--- config.mk ---
export PLATFORM = sky130hd
export DESIGN_NAME = moi_cordic
export DESIGN_NICKNAME = d
export VERILOG_FILES = /design/src/rtl/core/moi_pkg.sv /design/src/rtl/core/moi_cordic.sv
export SDC_FILE = /design/constraint.sdc
export NUM_CORES = 1
export LEC_CHECK = 0
export BUFFER_PORTS_ARGS = -buffer_cell sky130_fd_sc_hd__buf_2
export CAP_MARGIN = 20
export CORE_MARGIN = 4
export CORE_UTILIZATION = 30
export CTS_BUF_LIST = sky130_fd_sc_hd__clkbuf_4 sky130_fd_sc_hd__clkbuf_8
export DETAILED_ROUTE_END_ITERATION = 12
export GPL_TIMING_DRIVEN = 1
export PLACE_DENSITY_LB_ADDON = 0.3
export SLEW_MARGIN = 25
export SYNTH_ARGS = -nofsm -noshare
export SYNTH_HDL_FRONTEND = slang
export SYNTH_SLANG_ARGS = --single-unit
export TNS_END_PERCENT = 10
--- constraint.sdc ---
create_clock -name aclk -period 19.8 [get_ports aclk]
set_input_delay 2.97 -clock aclk [delete_from_list [all_inputs] [get_ports aclk]]
set_output_delay 2.97 -clock aclk [all_outputs]
set_load 0.01 [all_outputs]
--- src/rtl/core/moi_pkg.sv ---
`default_nettype none
// ============================================================================
// moi_pkg - shared types and constants of the mecanum odometry integrator
// Sequencer states, multiplier op codes, register indexes, CORDIC table and
// the rounding and saturation helpers used by the datapath.
// ============================================================================
package moi_pkg;

    // Default iteration count of the CORDIC unit
    localparam int DEF_CORDIC_STEPS = 16;

    // Field widths
    localparam int SPEED_W  = 20;
    localparam int TICK_W   = 20;
    localparam int POSE_W   = 32;
    localparam int CFG_W    = 16;
    localparam int CFG_IDX_W = 1;

    // CORDIC datapath width (Q2.30 plus guard bits)
    localparam int CORDIC_W = 34;

    // Shared multiplier operand and product widths
    localparam int MUL_A_W = 37;
    localparam int MUL_B_W = 33;
    localparam int PROD_W  = MUL_A_W + MUL_B_W;

    // Register indexes of the configuration port
    localparam logic [CFG_IDX_W-1:0] REG_WHEEL_RADIUS    = 1'd0;
    localparam logic [CFG_IDX_W-1:0] REG_SPAN_RECIPROCAL = 1'd1;

    // Reset values
    localparam logic [CFG_W-1:0]         WHEEL_RADIUS_RST    = 16'd4981;
    localparam logic [CFG_W-1:0]         SPAN_RECIPROCAL_RST = 16'd8192;
    localparam logic signed [POSE_W-1:0] POS_X_RST           = -32'sd242;
    localparam logic signed [POSE_W-1:0] POS_Y_RST           = -32'sd124;

    // Arithmetic constants
    localparam logic signed [CORDIC_W-1:0] CORDIC_GAIN_Q30 = 34'sd652032874;
    localparam logic signed [MUL_B_W-1:0]  BAM_PER_RAD     = 33'sd683565276;

    // Arctangent of 2^-i in binary angle units, full turn = 2^32
    localparam logic [31:0] ATAN_BAM [32] = '{
        32'd536870912, 32'd316933406, 32'd167458907, 32'd85004756,
        32'd42667331,  32'd21354465,  32'd10679838,  32'd5340245,
        32'd2670163,   32'd1335087,   32'd667544,    32'd333772,
        32'd166886,    32'd83443,     32'd41722,     32'd20861,
        32'd10430,     32'd5215,      32'd2608,      32'd1304,
        32'd652,       32'd326,       32'd163,       32'd81,
        32'd41,        32'd20,        32'd10,        32'd5,
        32'd3,         32'd1,         32'd1,         32'd0
    };

    typedef enum logic [2:0] {
        ST_IDLE,
        ST_CORDIC,
        ST_MUL,
        ST_FLUSH,
        ST_DONE
    } moi_state_t;

    // Multiplier op sequence, issued in this order
    typedef enum logic [3:0] {
        OP_RS,   // radius times span reciprocal
        OP_VF,   // forward velocity
        OP_VS,   // side velocity
        OP_VT,   // turn rate
        OP_WX0,  // vf * cos
        OP_WX1,  // vs * sin, close world x velocity
        OP_DA,   // turn rate times tick
        OP_WY0,  // vf * sin
        OP_WY1,  // vs * cos, close world y velocity
        OP_PX,   // x step
        OP_HD,   // heading step
        OP_PY    // y step
    } moi_op_t;

    // Round to nearest, ties toward plus infinity, then shift right by n
    function automatic logic signed [PROD_W-1:0] rnd_shift(
        input logic signed [PROD_W-1:0] v,
        input int unsigned              n
    );
        logic signed [PROD_W-1:0] half;
        half = {{(PROD_W-1){1'b0}}, 1'b1} <<< (n - 1);
        return (v + half) >>> n;
    endfunction

    function automatic logic signed [SPEED_W-1:0] sat_speed(
        input logic signed [PROD_W-1:0] v
    );
        if (v > 70'sd524287) begin
            return 20'sd524287;
        end else if (v < -70'sd524288) begin
            return -20'sd524288;
        end
        return $signed(v[SPEED_W-1:0]);
    endfunction

    function automatic logic signed [POSE_W-1:0] sat_pose(
        input logic signed [PROD_W-1:0] v
    );
        if (v > 70'sd2147483647) begin
            return 32'sd2147483647;
        end else if (v < -70'sd2147483648) begin
            return -32'sd2147483648;
        end
        return $signed(v[POSE_W-1:0]);
    endfunction

endpackage
`default_nettype wire

--- src/rtl/core/moi_cordic.sv ---
`default_nettype none
// ============================================================================
// moi_cordic - iterative CORDIC sine and cosine of a binary angle
// Folds the angle to within a quarter turn of zero, then runs one
// shift-add rotation per cycle. Results hold until the next start.
// ============================================================================
module moi_cordic
    import moi_pkg::*;
#(
    parameter int CORDIC_STEPS = DEF_CORDIC_STEPS
) (
    input  wire logic                       aclk,
    input  wire logic                       aresetn,
    input  wire logic                       start,
    input  wire logic [31:0]                angle,
    output logic                            done,
    output logic signed [CORDIC_W-1:0]      cos_val,
    output logic signed [CORDIC_W-1:0]      sin_val
);

    localparam int CntW = (CORDIC_STEPS > 2) ? $clog2(CORDIC_STEPS) : 1;
    localparam logic [CntW-1:0] CntLast = CntW'(CORDIC_STEPS - 1);

    logic                       busy_reg, busy_next;
    logic [CntW-1:0]            cnt_reg, cnt_next;
    logic                       flip_reg, flip_next;
    logic signed [CORDIC_W-1:0] x_reg, x_next;
    logic signed [CORDIC_W-1:0] y_reg, y_next;
    logic signed [CORDIC_W-1:0] z_reg, z_next;

    logic [31:0]                folded;
    logic                       fold_flip;
    logic signed [CORDIC_W-1:0] atan_step;
    logic [4:0]                 atan_idx;

    assign fold_flip = (angle + 32'h4000_0000) >= 32'h8000_0000;
    assign folded    = fold_flip ? (angle ^ 32'h8000_0000) : angle;
    assign atan_idx  = 5'(cnt_reg);
    assign atan_step = $signed({2'b00, ATAN_BAM[atan_idx]});

    always_comb begin
        busy_next = busy_reg;
        cnt_next  = cnt_reg;
        flip_next = flip_reg;
        x_next    = x_reg;
        y_next    = y_reg;
        z_next    = z_reg;
        if (start) begin
            // seed the rotation with the gain folded in
            busy_next = 1'b1;
            cnt_next  = '0;
            flip_next = fold_flip;
            x_next    = CORDIC_GAIN_Q30;
            y_next    = '0;
            z_next    = CORDIC_W'($signed(folded));
        end else if (busy_reg) begin
            if (!z_reg[CORDIC_W-1]) begin
                x_next = x_reg - (y_reg >>> cnt_reg);
                y_next = y_reg + (x_reg >>> cnt_reg);
                z_next = z_reg - atan_step;
            end else begin
                x_next = x_reg + (y_reg >>> cnt_reg);
                y_next = y_reg - (x_reg >>> cnt_reg);
                z_next = z_reg + atan_step;
            end
            cnt_next = cnt_reg + 1'b1;
            if (cnt_reg == CntLast) begin
                busy_next = 1'b0;
            end
        end
    end

    always_ff @(posedge aclk) begin
        if (!aresetn) begin
            busy_reg <= 1'b0;
            cnt_reg  <= '0;
            flip_reg <= 1'b0;
        end else begin
            busy_reg <= busy_next;
            cnt_reg  <= cnt_next;
            flip_reg <= flip_next;
        end
        x_reg <= x_next;
        y_reg <= y_next;
        z_reg <= z_next;
    end

    // last rotation happens in this cycle; results are valid from the next one
    assign done    = busy_reg && (cnt_reg == CntLast);
    assign cos_val = flip_reg ? -x_reg : x_reg;
    assign sin_val = flip_reg ? -y_reg : y_reg;

endmodule
`default_nettype wire

# Word-level counts from Yosys, hierarchy flattened
# Memory sizes are Yosys's and may differ from the RTL's.
# Index checks and enable logic that the tools add are counted.
word_totals:
  romBits: 1024
  inputBits: 35
  output_inout_bits: 69
  elab_cells: 41
  register_bits: 108
  memories: 1
memory_table:
  columns: ["memory", "words", "word_bits", "rd", "rd_ports_with_merged_regs", "wr", "line_no", "source"]
  rows:
  - ["(no name shown)", 32, 32, 1, 0, 0, "moi_cordic.sv:39", "assign atan_step = $signed({2'b00, ATAN_BAM[atan_idx]});"]
classes:
  shift: 2
  mux: 13
  n_bitwise: 3
  magnitude_cmp: 2
  n_reduce_logical: 3
  n_eq_ne: 1
  addsub: 10
op_table:
  columns: ["op", "count"]
  rows:
  - ["$mux 34", 7]
  - ["$mux 32", 3]
  - ["$add 34x34->34", 2]
  - ["$neg 34->34", 2]
  - ["$sshr 34x4->34", 2]
  - ["$sub 34x34->34", 2]
  - ["$add 34x33->34", 1]
  - ["$sub 34x33->34", 1]
  - ["$add 32x31->32 const B", 1]
  - ["$ge 32x32->1 const B", 1]
  - ["$ge 6x6->1 const B", 1]
  - ["$not 4->6", 1]
  - ["$add 4x1->4 const B", 1]
  - ["$eq 4x4->1 const B", 1]
  - ["$mux 1", 3]
  - ["$not 1->1", 2]
  - ["$reduce_bool 2->1", 1]
  - ["$reduce_or 2->1", 1]
  - ["$logic_and 1x1->1", 1]

# Logic depth before layout (Yosys ltp)
# Gate-level depths: netlist (run 1).
logic_depth:
  depth_word: 8
  ltp_mapped: 29
  mapped_depth_nobuf: 23

# Least setup slack after synthesis (run 1)
# OpenSTA, ideal clock, no wires.
synth_path:
  path_type: "register to register"
  from: "reg cnt_reg[0]"
  to: "reg z_reg[32] (data pin)"
  n_path_buf: 7
  slack_ns: 13.599
  synth_period_minus_slack_ns: 6.201
  required_time_ns: 19.532
  path_stages_with_launch: 27
  t_arrival_ns: 5.933
  setup_time_ns: 0.268
  path_cell_list: "dfxtp_1 -> buf_2 -> buf_6 -> inv_2 -> buf_2 -> buf_2 -> clkbuf_1 -> buf_1 -> ha_1 -> clkbuf_1 -> mux4_2 -> a211oi_1 -> and2_1 -> nand4b_1 -> o21ai_2 -> xor2_1 -> ha_1 -> a21o_1 -> a21o_1 -> a21oi_1 -> o21ai_0 -> a21o_1 -> o41a_1 -> o21a_1 -> a211o_1 -> xnor2_1 -> o21ai_0"
synth_via:
  elab_chain_len: 8
  word_cells_on_any_way: 9
  cone_classes: "add/sub (2); mux (5); bitwise (1); memory (1)"
synth_rtl:
  columns: ["element", "line_no", "source"]
  rows:
  - ["start, declared", "moi_cordic.sv:25", "logic [CntW-1:0] cnt_reg, cnt_next;"]
  - ["start signal, assigned", "moi_cordic.sv:80", "cnt_reg <= cnt_next;"]
  - ["$not 4->6 (not written as such) *", "moi_cordic.sv:39", null]
  - ["$mem_v2 32x32 *", null, null]
  - ["$mux 32 (not written as such) * (2 in series)", "moi_cordic.sv:39", null]
  - ["$sub 34x33->34 / $add 34x33->34 (equally long branches)", "moi_cordic.sv:60, moi_cordic.sv:64", null]
  - ["$mux 34 *", "moi_cordic.sv:57", "if (!z_reg[CORDIC_W-1]) begin"]
  - ["$mux 34 *", "moi_cordic.sv:56", "end else if (busy_reg) begin"]
  - ["$mux 34 *", "moi_cordic.sv:48", "if (start) begin"]
  - ["net z_next[32]", "moi_cordic.sv:29", "logic signed [CORDIC_W-1:0] z_reg, z_next;"]
  - ["end signal, assigned", "moi_cordic.sv:85", "z_reg <= z_next;"]
  - ["end, declared", "moi_cordic.sv:29", null]
# The timed path passes the listed nets; every way through them passes the cells marked *. The select of a mux whose other input is x is not followed.
# A chain may end at the register's enable or synchronous reset.

# Final worst setup path (run 1)
layout_path:
  from: "reg cnt_reg[1]"
  to: "reg x_reg[33]"
layout_via:
  elab_chain_len: 3
  word_cells_on_any_way: 4
  cone_classes: "add/sub (2); shift (1); mux (1)"
layout_rtl:
  columns: ["element", "line_no", "source"]
  rows:
  - ["$sshr 34x4->34 *", "moi_cordic.sv:58, moi_cordic.sv:62", null]
  - ["$sub 34x34->34 / $add 34x34->34 (equally long branches)", "moi_cordic.sv:58, moi_cordic.sv:62", null]
  - ["$mux 34 *", "moi_cordic.sv:57", null]
  - ["end signal, assigned", "moi_cordic.sv:83", "x_reg <= x_next;"]
  - ["end, declared", "moi_cordic.sv:27", "logic signed [CORDIC_W-1:0] x_reg, x_next;"]
# Every way passes the cells marked *; elsewhere a longest branch is shown, timed or not.

==> results of run 1 <==
worst register-to-register path, stage by stage (launching register included):
cell,delay (ns)
dfxtp_4,0.76
buf_4,0.86
mux4_2,0.66
nand2_1,0.10
o221ai_1,0.17
o21ai_0,0.34
ha_1,0.26
nand2b_1,0.14
nor3_1,0.38
a21oi_1,0.16
xnor2_1,0.16
ha_1,0.36
a21o_1,0.18
a21o_1,0.17
a21o_1,0.18
a22o_1,0.24
a31o_2,0.25
a21o_1,0.20
a221oi_1,0.37
o21ai_0,0.18
mux2i_1,0.18
mux2_1,0.33
layer usage:
metal  vias up  share of wire (%)  routed length, um
met5         -                  0                  0
met1      7968                 45              25500
met3        82                4.8               2750
met4         0                3.5               1970
li1       8008                  -                  -
met2       496                 47              26900
stage by stage:
step,hold slack (ns),instances,total power (W),cell area [um^2]
after CTS,0.517,2924,0.00313,18000
after detailed placement,0.501,2908,0.00295,17800
final,0.513,2926,0.00313,18000
after floorplan,0.499,2196,0.00238,16900
after global placement,0.487,2908,0.00293,17800
after global routing,0.544,2925,0.00344,18000
cell usage after synthesis, types with 9 or more instances:
cell type  instances  area, um^2
nand2b_1          31         194
a21oi_1          181         906
nor4_1            13        81.3
buf_2             16        80.1
or4_1             12        90.1
a221oi_1           9        78.8
nand3_1           37         185
mux4_2            41         923
a31oi_1           29         181
buf_6             11         124
nor2_1           173         649
edfxtp_1          34        1020
o22ai_1           13        81.3
o21bai_1          16         120
dfxtp_1           74        1480
o21ai_0          161         806
a21o_1            70         526
nand2_1          229         860
or2_2             18         113
and2_1            19         119
xnor2_1          164        1440
ha_1             115        1440
o41ai_1           12         105
nor3_1            28         140
o211ai_1          15         113
xor2_1            71         622
o21a_1            26         195
buf_1             26        97.6
o31ai_1           25         188
mux2_2            30         338
a211oi_1          20         150
clkbuf_1          99         372
mux2i_1          103        1030
and3_1            14        87.6
nand4_1           10        62.6
inv_1             50         188
nor2b_1           21         131
or3_1             20         125
where the power goes:
| group | internal, W | total, W | switching, W |
|---|---|---|---|
| Combinational | 0.00110 | 0.00247 | 0.00137 |
| Clock | 0.0000703 | 0.000162 | 0.0000915 |
| Sequential | 0.000322 | 0.000501 | 0.000179 |
| Total | 0.00149 | 0.00313 | 0.00164 |
final timing paths:
path                                 from                     end  slack (ns)  depth (start not counted)
hold reg to reg     flip_reg$_SDFFE_PN0P_   flip_reg$_SDFFE_PN0P_        0.51                          2
setup reg to reg  cnt_reg[1]$_SDFFE_PP0P_  x_reg[33]$_SDFFE_PP0P_       13.08                         21
hold / removal      flip_reg$_SDFFE_PN0P_   flip_reg$_SDFFE_PN0P_        0.51                          2
setup / recovery  cnt_reg[1]$_SDFFE_PP0P_  x_reg[33]$_SDFFE_PP0P_       13.08                         21
area by class of cell:
class / instances / area share (%)
timing repair buffer: 125 / 3.79
antenna: 2 / 0.0278
inverter: 53 / 1.10
clock buffer: 9 / 0.687
multi-input combinational: 1874 / 74.7
tap: 748 / 5.19
sequential: 108 / 14.0
clock inverter: 7 / 0.507
kinds of logic after synthesis:
| group | Yosys count |
|---|---|
| compound gates | 678 |
| simple gates | 661 |
| buf+inv | 214 |
| flops | 108 |
| mux | 182 |
| fa+ha+maj | 118 |
| xor+xnor | 235 |
==> out/results.ini, run 1 <==
[worst_setup_path]
path_max_fanout = 62
crit_path_end_kind = register
startpoint_type = register
arrival_ns = 7.10
cpLargestDelayFamily = compound AO/OA/AOI/OAI gates
path_buf_inv = 1
cp_slowest_cell = buf_4
path_common_cell = a21o_1
path_class = reg -> reg
worstPathRequired_ns = 20.17
max_stage_delay_ns = 0.83
crit_path_cell_trace = buf_4 > mux4_2 > nand2_1 > o221ai_1 > o21ai_0 > ha_1 > nand2b_1 > nor3_1 > a21oi_1 > xnor2_1 > ha_1 > a21o_1 > a21o_1 > a21o_1 > a22o_1 > a31o_2 > a21o_1 > a221oi_1 > o21ai_0 > mux2i_1 > mux2_1

[finish]
final_common_cell = nand2_1
nNetsFinal = 2324
final_layout_size_suffix_gt1_share_pct = 11.6
num-fill-cells = 6016
seqCellArea_mm2 = 0.00252
final_cell_mix = nand2_1, a21oi_1, nor2_1, xnor2_1, o21ai_0
utilization_pct = 32.5
multi_input_area_mm2 = 0.0135
syn_to_final_growth_pct = 6.40

[synth]
synth_edf_count = 34
synth-simple-area-share_pct = 18.6
netlist_instances = 2196
synth_top_family_by_area = compound AO/OA/AOI/OAI gates
syn_nets = 2349
synth-compound-area-share_pct = 25.7
ys.flop_type = dfxtp_1
synthesis.area_mm2 = 0.0169
synth-seq-cells = 108
avgSynthCellArea_um2 = 7.71
ys_async_sr_fraction_pct = 0
synth_xor_area_share_pct = 12.2
synth-adder-area-share_pct = 8.85
ys_types = 94
muxShareOfSynthArea_pct = 14.2
ys_seq_area_share_pct = 14.8
yosysWarnings = 0

[drt]
drt-initial-drc-count = 1167
wl_per_cell_um = 19.5
routed_wl_um = 57100
vias = 16554
dr.pass1.iters = 6
ant_nets = 0
drt-vias-per-instance = 5.66
drc_errors = 0

[floorplanning]
core_area_mm2 = 0.0555
io_pins = 104
start_util_pct = 30.5
fp.dieH_um = 246
die_area_mm2 = 0.0603
rows = 86
die_width_um = 246

[grt]
grt_overflow = 0
antenna_found_initial = 1
gr-usage-met3_pct = 2.31
grt_max_degree = 81
use_met1_pct = 24.2
first_global_vias = 15894
grt_usage_pct = 18.5
use_met2_pct = 31.4
grt-busiest-layer = met2
grt_pass1_wl_um = 89800

[timing]
hold_viol = 0
slew_viol_final = 0
rsz0062_at_grt = no
fin_crit_sh_pct = 33.9
relSlewSlack_pct = 35.5
period_minus_slack_ns = 6.72
setup_violations = 0
timing.fmax_mhz = 149
worstMarginPinSlew_ns = 0.967
setup_tns_ns = 0
fin_ws_ns = 13.08
fin_worst_skew_ns = 0.0236

[clocking]
clockRootBuffer = clkbuf_8
cts_tree = yes
clk_latency_ns = 0.49
clockBufferDepth = 2
clk_pin_slew_ns = 0.11
cts.sinks = 108
post_cts_buffers = 0
h-tree-depth = 3
tritoncts.num_buffers = 9
cts_resized = 0
cts_hold_buf = 0

[outcome]
status = finished clean

[power]
total_leakage_power_nw = 7.28
power_density_mw_per_mm2 = 174
irDropWorstVdd_v = 0.0000730

[place]
io_buffers = 103
place_congestion = 0.899
pre_cts_slack_ns = 13.12
dpl.hpwl_um = 43500

[job]
drv_cap = 0

[hold_path]
hold_path.class = reg -> reg

Power figures use the tool's default switching activity.
==> run 2, diff against run 1 <==
Settings changed: ABC_AREA set to 1.
Clock period 19.8 ns to 7 ns, I/O delays scaled along.
==> out/results.ini, run 2 <==
[finish]
final_cell_mix = nand2_1, nand3_1, nor2_1, inv_1, a21oi_1
utilization_pct = 32.3
fin_cells = 3702
final_common_cell = nand2_1
num-fill-cells = 6420
nNetsFinal = 3093
syn_to_final_growth_pct = 6.69
multi_input_area_mm2 = 0.0128
seqCellArea_mm2 = 0.00251
final_layout_size_suffix_gt1_share_pct = 8.05

[clocking]
clk_latency_ns = 0.47
tritoncts.num_buffers = 9
clk_pin_slew_ns = 0.14
h-tree-depth = 3
clockRootBuffer = clkbuf_8
clockBufferDepth = 2
cts_hold_buf = 0
cts.sinks = 108
cts_resized = 0
cts_tree = yes
post_cts_buffers = 0

[timing]
fin_crit_sh_pct = 83.8
relSlewSlack_pct = 33.0
setup_tns_ns = 0
hold_viol = 0
fin_ws_ns = 1.13
timing.fmax_mhz = 170
slew_viol_final = 0
setup_violations = 0
fin_worst_skew_ns = 0.0258
rsz0062_at_grt = no
holdWs_ns = 0.597
period_minus_slack_ns = 5.87
worstMarginPinSlew_ns = 0.980

[synth]
synth_common_cells = nand2_1, nand3_1, nor2_1
ys_seq_area_share_pct = 14.6
muxShareOfSynthArea_pct = 0
synth_top_family_by_area = simple AND/OR/NAND/NOR gates
synth_edf_count = 34
ys_types = 59
synth-compound-area-share_pct = 17.1
syn_nets = 3075
synth_top_area_share_pct = 16.0
synth-adder-area-share_pct = 8.75
synthesis.area_mm2 = 0.0171
synth-simple-area-share_pct = 39.6
synthTopCellsByArea = nand2_1, nand3_1, dfxtp_1
yosysWarnings = 0
synth-seq-cells = 108
synth.most_common_cell = nand2_1
ys_async_sr_fraction_pct = 0
ys.flop_type = dfxtp_1
synth_xor_area_share_pct = 9.41
netlist_instances = 2922
avgSynthCellArea_um2 = 5.86
synth_area_leader_cell = nand2_1

[place]
io_buffers = 103
post-place-cells = 3685
pre_cts_slack_ns = 1.52
place_congestion = 0.903
dpl.hpwl_um = 48300

[drt]
drc_errors = 0
routed_wl_um = 60100
drt-initial-drc-count = 1505
drt-vias-per-instance = 5.08
vias = 18798
wl_per_cell_um = 16.2
ant_nets = 0
dr.pass1.iters = 5

[floorplanning]
rows = 87
die_area_mm2 = 0.0610
io_pins = 104
die_width_um = 247
start_util_pct = 30.3
fp.dieH_um = 247
core_area_mm2 = 0.0565

[worst_setup_path]
arrival_ns = 6.09
crit_path_cell_trace = inv_4 > ha_1 > o21ai_0 > nor2_1 > inv_1 > o21ai_1 > nor3_2 > nand2_1 > nor2_2 > nand3_2 > nand2_2 > xnor2_1 > ha_1 > a21oi_1 > nor2_1 > o21ai_0 > nand2_1 > a2111oi_0 > o21ai_0 > a21oi_1 > nor2_1
max_stage_delay_ns = 0.86
worstPathRequired_ns = 7.23
startpoint_type = register
cpLargestDelayFamily = compound AO/OA/AOI/OAI gates
crit_path_end_kind = register
path_class = reg -> reg
path_buf_inv = 2
path_max_fanout = 36
cp_slowest_cell = a2111oi_0

[grt]
grt_max_degree = 84
first_global_vias = 17358
antenna_found_initial = 0
grt_usage_pct = 19.4
grt_pass1_wl_um = 94700
grt_overflow = 0

[power]
total_leakage_power_nw = 9.03
power_density_mw_per_mm2 = 548
irDropWorstVdd_v = 0.000165

[hold_path]
hold_path.class = reg -> reg

[outcome]
status = finished clean

[job]
drv_cap = 0

## run 2: cell count changes after synthesis, sizes merged, moves of 71 or more
| cell | delta |
|---|---|
| mux2i | -103 |
| xor2 | +71 |
| nand3 | +332 |
| xnor2 | -122 |
| nand2 | +517 |
| inv | +257 |
| nor2 | +169 |
## run 2: logic make-up (layout without fill, tap and decap cells)
family | count (synthesis) | after routing
AOI/OAI and AO/OA | 512 | 512
xor gates and xnor gates | 184 | 184
adders and majority gates | 118 | 118
buffers and inverters | 424 | 447
DFF | 108 | 108
other | 0 | 1
and+or+nand+nor | 1576 | 1576
## run 2: metal layers
metal	wire [um]	vias to the layer above	GRT usage (%)
li1	-	9739	-
met1	31000	8544	29.3
met2	24900	462	29.0
met3	3040	53	2.19
met4	1200	0	4.92
met5	0	-	0
## run 2: cell type report
| cell class | instances | area share [%] |
|---|---|---|
| multi-input combinational | 2390 | 70.1 |
| sequential | 108 | 13.7 |
| inverter | 311 | 6.43 |
| tap | 756 | 5.18 |
| timing repair buffer | 120 | 3.52 |
| clock buffer | 9 | 0.678 |
| clock inverter | 7 | 0.301 |
| antenna | 1 | 0.0137 |
## run 2: report_power, final
part / switching, W / internal [W]
logic: 0.00522 / 0.00294
registers: 0.000497 / 0.000940
clock network: 0.000281 / 0.000135
## run 2: path summary, 6_finish.rpt
path / start / end / slack (ns) / cells past startpoint
setup / recovery: cnt_reg[1]$_SDFFE_PP0P_ / z_reg[30]$_DFFE_PP_ / 1.13 / 21
setup reg to reg: cnt_reg[1]$_SDFFE_PP0P_ / z_reg[30]$_DFFE_PP_ / 1.13 / 21
hold / removal: y_reg[2]$_SDFFE_PP0P_ / y_reg[2]$_SDFFE_PP0P_ / 0.60 / 2
hold reg to reg: y_reg[2]$_SDFFE_PP0P_ / y_reg[2]$_SDFFE_PP0P_ / 0.60 / 2
## run 2: tightest hold or removal path, delay by kind of cell (launching register included)
kind	cells	cell delay (ns)
AOI/OAI and AO/OA	1	0.08
buffers and inverters	1	0.09
DFF	1	0.39
## run 2: stage by stage
stage / power [W] / cell area (um^2)
global placement: 0.00949 / 18100
floorplan: 0.00740 / 17100
finish: 0.0100 / 18300
detailed placement: 0.00947 / 18100
CTS: 0.00993 / 18300
global route: 0.0112 / 18300
